[src/imc_ram.sv]
// ----------------------------------------------------------------------------
// imc_ram
// Generic simple dual-port RAM, one write port, registered read port.
// ----------------------------------------------------------------------------
module imc_ram #(
    parameter int WIDTH = 8,
    parameter int DEPTH = 16
) (
    input  logic                     clk,
    input  logic                     wr_en,
    input  logic [$clog2(DEPTH)-1:0] wr_addr,
    input  logic [WIDTH-1:0]         wr_data,
    input  logic [$clog2(DEPTH)-1:0] rd_addr,
    output logic [WIDTH-1:0]         rd_data
);

    logic [WIDTH-1:0] mem [DEPTH];

    always_ff @(posedge clk) begin
        if (wr_en) begin
            mem[wr_addr] <= wr_data;
        end
        rd_data <= mem[rd_addr];
    end

endmodule

[config.mk]
export PLATFORM = sky130hd
export DESIGN_NAME = imc_ram
export DESIGN_NICKNAME = d
export VERILOG_FILES = /design/src/imc_ram.sv
export SDC_FILE = /design/constraint.sdc
export NUM_CORES = 1
export LEC_CHECK = 0
export ABC_AREA = 1
export ABC_CLOCK_PERIOD_IN_PS = 1100
export BUFFER_PORTS_ARGS = -buffer_cell sky130_fd_sc_hd__buf_2
export CORE_MARGIN = 1
export CORE_UTILIZATION = 55
export CTS_CLUSTER_DIAMETER = 200
export DETAILED_ROUTE_END_ITERATION = 7
export GPL_TIMING_DRIVEN = 0
export PLACE_DENSITY = 0.74
export SLEW_MARGIN = 40
export SYNTH_ARGS = -nofsm -noshare
export SYNTH_HDL_FRONTEND = slang
export SYNTH_SLANG_ARGS = --single-unit
[constraint.sdc]
create_clock -name clk -period 1.1 [get_ports clk]
set_input_delay 0 -clock clk [delete_from_list [all_inputs] [get_ports clk]]
set_output_delay 0 -clock clk [all_outputs]
set_load 0.005 [all_outputs]
### Yosys cells after proc, flatten, opt, wreduce, memory -nomap -nowiden

Memories as Yosys holds them, arrays and structs flattened. A register that Yosys moved wholly into a read port is not among the register bits.
Index checks and enable logic that the tools add are counted.
W data, S select, Z words.

* reductions and logical operators: 0
* order comparisons: 0
* bitwise operators: 0
* divide/modulo/power cells: 0
* add/sub/neg operators: 0
* equality and inequality tests: 0
* multiply operators: 0
* shifts and indexed selects: 0
* muxes and demuxes: 2

Operator list (count)
* $mux W1: 2

* output and inout port bits: 8
* latch bits: 0
* bits of input ports: 18
* memory bits (read-only): 0
* logic and storage cells: 3
* memories kept: 1
* bits in registers: 0
* memory bits (writable): 128

Memory list
* mem: depth 16, bits a word 8, read ports 1, clocked after memory_dff 1, wr ports 1, line 17 `logic [WIDTH-1:0] mem [DEPTH];`

### Longest topological paths before layout

Gate-level depths: netlist of the first run.

* word-level depth: 2
* depth in mapped cells: 8
* gate-level depth less buffers: 7

### Worst setup path before layout of the first run

No wires, ideal clock.

* path type: in2reg
* start: in wr_addr[2]
* end: mem mem[10][0] (enable)
* cell stages on the path: 2
* arrival: 0.581 ns
* required time: 0.730 ns
* setup slack: 0.149 ns
* setup time: 0.370 ns
* path through: nand3b_1 -> nor2_1

RTL lines
* start: declaration: line 11 `input logic [$clog2(DEPTH)-1:0] wr_addr,`
* end: declaration: line 17

No word-level cell before the write port.

==> out/results.ini, run 1 <==
[cells_and_area]
final_area_um2=6780
drive_gt1_share_pct=13.5
fill_cells=794
syn_to_final_growth_pct=17.6
nets=622
diodes=0
final_cells=753

[floorplan]
die_w_um=104
row_count=37
dieArea_um2=10900
fp.dieH_um=104
io-pin-count=26
core_area_um2=10200
initial_core_util_pct=56.4

[synth]
synth.area.top_cells=edfxtp_1, nand2_1, nand3_1, inv_1, dfxtp_1
synth_edf_count=128
ys_ff_latch=136
syn-cell-area_um2=5770
ys_types=12
syn_inst=551
synth_most_common_cell=nand2_1
synth_top_area_share_pct=66.7
synth_top_area_cell=edfxtp_1
yosys-top-cells-count=nand2_1, edfxtp_1, inv_1
synth_nets=569
ys_warn_count=0
ys.flop_type=edfxtp_1
synth.avg_cell_area_um2=10.5
async_reset_ff_share_pct=0
seq_area_frac_synth_pct=69.4

[setup_path]
path_max_fanout=9
cp.required_ns=1.52
start_kind=input pin
end_kind=register
crit_arrival_ns=1.45
crit_type=in2reg

[placement]
dp_cells=709
port_buffers=22
gp_congestion=0.858
placed_area_um2=6050
dpl.hpwl_um=8720

[timing]
skew_ns=0.00427
maxSlewHeadroom_pct=41.2
final.min_clock_period_ns=1.03
whs_ns=0.0724
final_max_slew_viol_count=0
max_freq_mhz=970
rsz0062_at_grt=false
fin_crit_sh_pct=93.7
tightest_slew_ns=0.879
setup_tns_ns=0
setup_violations=0
finalHoldViolations=0

[pwr]
p_total_uw=12300
p_leak_uw=0.00294
irDropWorstVdd_mv=1.08
cellPowerDensity_nw_per_um2=1820

[hold_path]
hp-class=in2reg

[route]
ant_nets=0
viasPerCell=5.32
routed_wl_um=13900
remaining_drc_errors=0
routedWlPerCell_um=18.5
drtIter0Drc=459
first_pass_iters=6
dr_total_vias=4007

[clock_tree]
cts_htree_levels=4
cts_root_buf=clkbuf_8
cts_tree=built
numCtsBuffers=17
insertion_delay_ns=0.53
numClockSinks=136
path_clk_slew_ns=0.06
cts_buffer_depth=2

[status]
status=completed

[grt]
grt.overflow.total=0
antenna_found_initial=0
grt_pass1_wl_um=21000
grtUsageTotal_pct=27.4
grt_pass1_vias=3787
grt_start_max_net_pins=17

[flow_run]
drv_cap=0

sequential cells by signal, indices dropped and copies added, names as in the netlist:
signal,count
rd_data,8
mem,128
final timing paths:
check | start | endpoint | slack, ns | depth (start not counted)
max | rd_addr[3] | rd_data[7] | 0.07 | 5
min | rd_addr[0] | rd_data[2] | 0.07 | 8
max reg2reg | mem[10][4] | rd_data[4] | 0.07 | 6
min reg2reg | mem[7][2] | rd_data[2] | 0.70 | 6
cell usage in the layout (no fill, tap or decap):
cell type        n
nand2_1        173
edfxtp_1       128
inv_1           99
nand3_1         97
buf_2           34
clkbuf_16       16
nor2_1          12
dlygate4sd3_1   11
dfxtp_1          8
buf_6            6
buf_4            5
clkinvlp_4       5
nor2_2           5
bufinv_16        4
clkinv_2         3
inv_2            2
nand3b_1         2
clkinv_1         2
clkbuf_4         1
buf_1            1
clkbuf_8         1
clkinv_4         1
clkbuf_1         1
stage by stage:
stage                     worst slack [ns]  utilization [%]
after floorplan                      0.149                -
after global placement              -0.377             59.1
after detailed placement            -0.377             59.2
after CTS                           0.0368             66.1
after global routing               0.00389             66.3
final                               0.0693             66.3
cell families after synthesis:
logic type	count (synthesis)	share of synthesized area [%]
and+or+nand+nor	289	21.0
DFF	136	69.4
buffers and inverters	126	9.52
metal layers:
layer	vias up	global-route usage, %	wire length, µm
li1	1877	-	-
met1	1854	37.2	5510
met2	248	42.2	6600
met3	28	6.02	1430
met4	0	12.7	388
met5	-	0	0
report_power, final:
group	internal, µW	switching [µW]
Clock	3650	2080
Combinational	252	543
Sequential	5790	28.6
area by class of cell:
type	instances	area [µm²]	area share, %
Sequential cell	136	4000	59.0
Multi-Input combinational cell	289	1230	18.1
Clock buffer	18	418	6.16
Inverter	102	387	5.70
Timing Repair Buffer	34	228	3.36
Clock inverter	14	181	2.67
Tap cell	136	170	2.51
Buffer	24	169	2.49
critical path, stage by stage:
cell           delay, ns
dlygate4sd3_1       0.53
buf_1               0.39
inv_1               0.28
nand3_1             0.16
nand2_1             0.08
what timing repair did:
| action | CTS | global route |
|---|---|---|
| hold buffers | 11 | 0 |
| resized for setup | 0 | 2 |
| endpoints found under the hold margin | 135 | 0 |
| setup endpoints to repair | 0 | 7 |
| setup buffers | 0 | 1 |
Power figures use the tool's default switching activity.
==> inputs of run 2 (changes only) <==
==> constraint.sdc (replaced) <==
create_clock -name clk -period 1.1 [get_ports clk]
set_input_delay 0 -clock clk [delete_from_list [all_inputs] [get_ports clk]]
set_output_delay 0 -clock clk [all_outputs]
set_load 0.1 [all_outputs]
==> out/results.ini, run 2 (synthesis results as in run 1) <==
[cells_and_area]
diodes=0
syn_to_final_growth_pct=19.4
nets=622
drive_gt1_share_pct=13.8
top_regs=mem: 128 flops, rd_data: 8 flops
final_cells=753
mostFrequentLayoutCell=nand2_1
fin_util_pct=67.3
final_area_um2=6880
final_cell_mix=nand2_1, edfxtp_1, inv_1
largest_reg_flops=128
regMostFlops=mem

[timing]
fin_crit_sh_pct=98.1
maxSlewHeadroom_pct=45.9
finalHoldViolations=0
max_freq_mhz=926
whs_ns=0.0840
tightest_slew_ns=0.809
setup_tns_ns=0
skew_ns=0.00543
setup_violations=0
final_max_slew_viol_count=0
final.min_clock_period_ns=1.08

[setup_path]
crit_type=reg2out
cp.required_ns=1.10
start_kind=register
crit_path_cell_trace=buf_8
end_kind=output pin
crit_slowest_cell=dfxtp_1
max_stage_delay_ns=0.34
path_max_fanout=1
crit_arrival_ns=1.08
cpLargestDelayFamily=flip-flops
path_buf_inv=1

[route]
viasPerCell=5.33
routedWlPerCell_um=18.7
dr_total_vias=4011
ant_nets=0
routed_wl_um=14100
first_pass_iters=5
drtIter0Drc=455
remaining_drc_errors=0

[floorplan]
die_w_um=104
fp.dieH_um=104
io-pin-count=26
initial_core_util_pct=56.4
row_count=37
dieArea_um2=10900
core_area_um2=10200

[grt]
grt.overflow.total=0
antenna_found_initial=0
grtUsageTotal_pct=27.5
grt_pass1_wl_um=21100
grt_start_max_net_pins=17
grt_pass1_vias=3820

[pwr]
irDropWorstVdd_mv=1.09
p_leak_uw=0.00297
cellPowerDensity_nw_per_um2=1850

[placement]
dpl.hpwl_um=8720
gp_congestion=0.858
port_buffers=22
placed_area_um2=6050
dp_cells=709

[clock_tree]
cts_buffer_depth=2
insertion_delay_ns=0.53
numClockSinks=136
numCtsBuffers=17
path_clk_slew_ns=0.06
cts_tree=built
cts_htree_levels=4
cts_root_buf=clkbuf_8

[hold_path]
hp-class=in2reg

[status]
status=completed

[flow_run]
drv_cap=0

==> run 2: final timing paths <==
path         startpoint    endpoint  slack, ns  cells after the start
max          rd_data[2]  rd_data[2]       0.02                      1
min          rd_addr[0]  rd_data[2]       0.08                      8
max reg2reg  mem[10][2]  rd_data[2]       0.08                      6
min reg2reg   mem[7][2]  rd_data[2]       0.70                      6
==> run 2: power breakdown <==
part           switching [µW]  internal (µW)  leakage (µW)  total (µW)
Clock                    2100           3650      0.000282        5750
Sequential               45.6           5800       0.00122        5840
Combinational             787            336       0.00147        1120
==> run 2: layout make-up <==
| type | instances | area [µm²] |
|---|---|---|
| Buffer | 24 | 169 |
| Timing Repair Buffer | 34 | 325 |
| Clock inverter | 14 | 181 |
| Inverter | 102 | 387 |
| Clock buffer | 18 | 418 |
| Sequential cell | 136 | 4010 |
| Tap cell | 136 | 170 |
| Multi-Input combinational cell | 289 | 1230 |
| Fill cell | 775 | 3350 |
==> run 2: what timing repair did <==
action                                  4_1_cts  5_1_grt
cloned                                        0        0
hold buffers                                 11        0
buffers inserted                              0        1
endpoints found under the hold margin       135        0
resized for setup                            26        5
endpoints found under the setup margin        8        9
==> run 2: metrics by stage <==
step | power [µW] | setup slack (ns)
final | 12700 | 0.0205
after floorplan | 6580 | 0.149
after CTS | 12700 | 0.000802
after detailed placement | 6920 | -0.377
after global routing | 13000 | -0.00561
after global placement | 6890 | -0.377
==> run 2: per-layer routing <==
metal  GRT usage (%)  vias up  share of wire, %
li1                -     1877                 -
met1            37.1     1886                40
met2            42.1      220                47
met3            6.14       28               9.5
met4            13.7        0               3.2
met5               0        -                 0
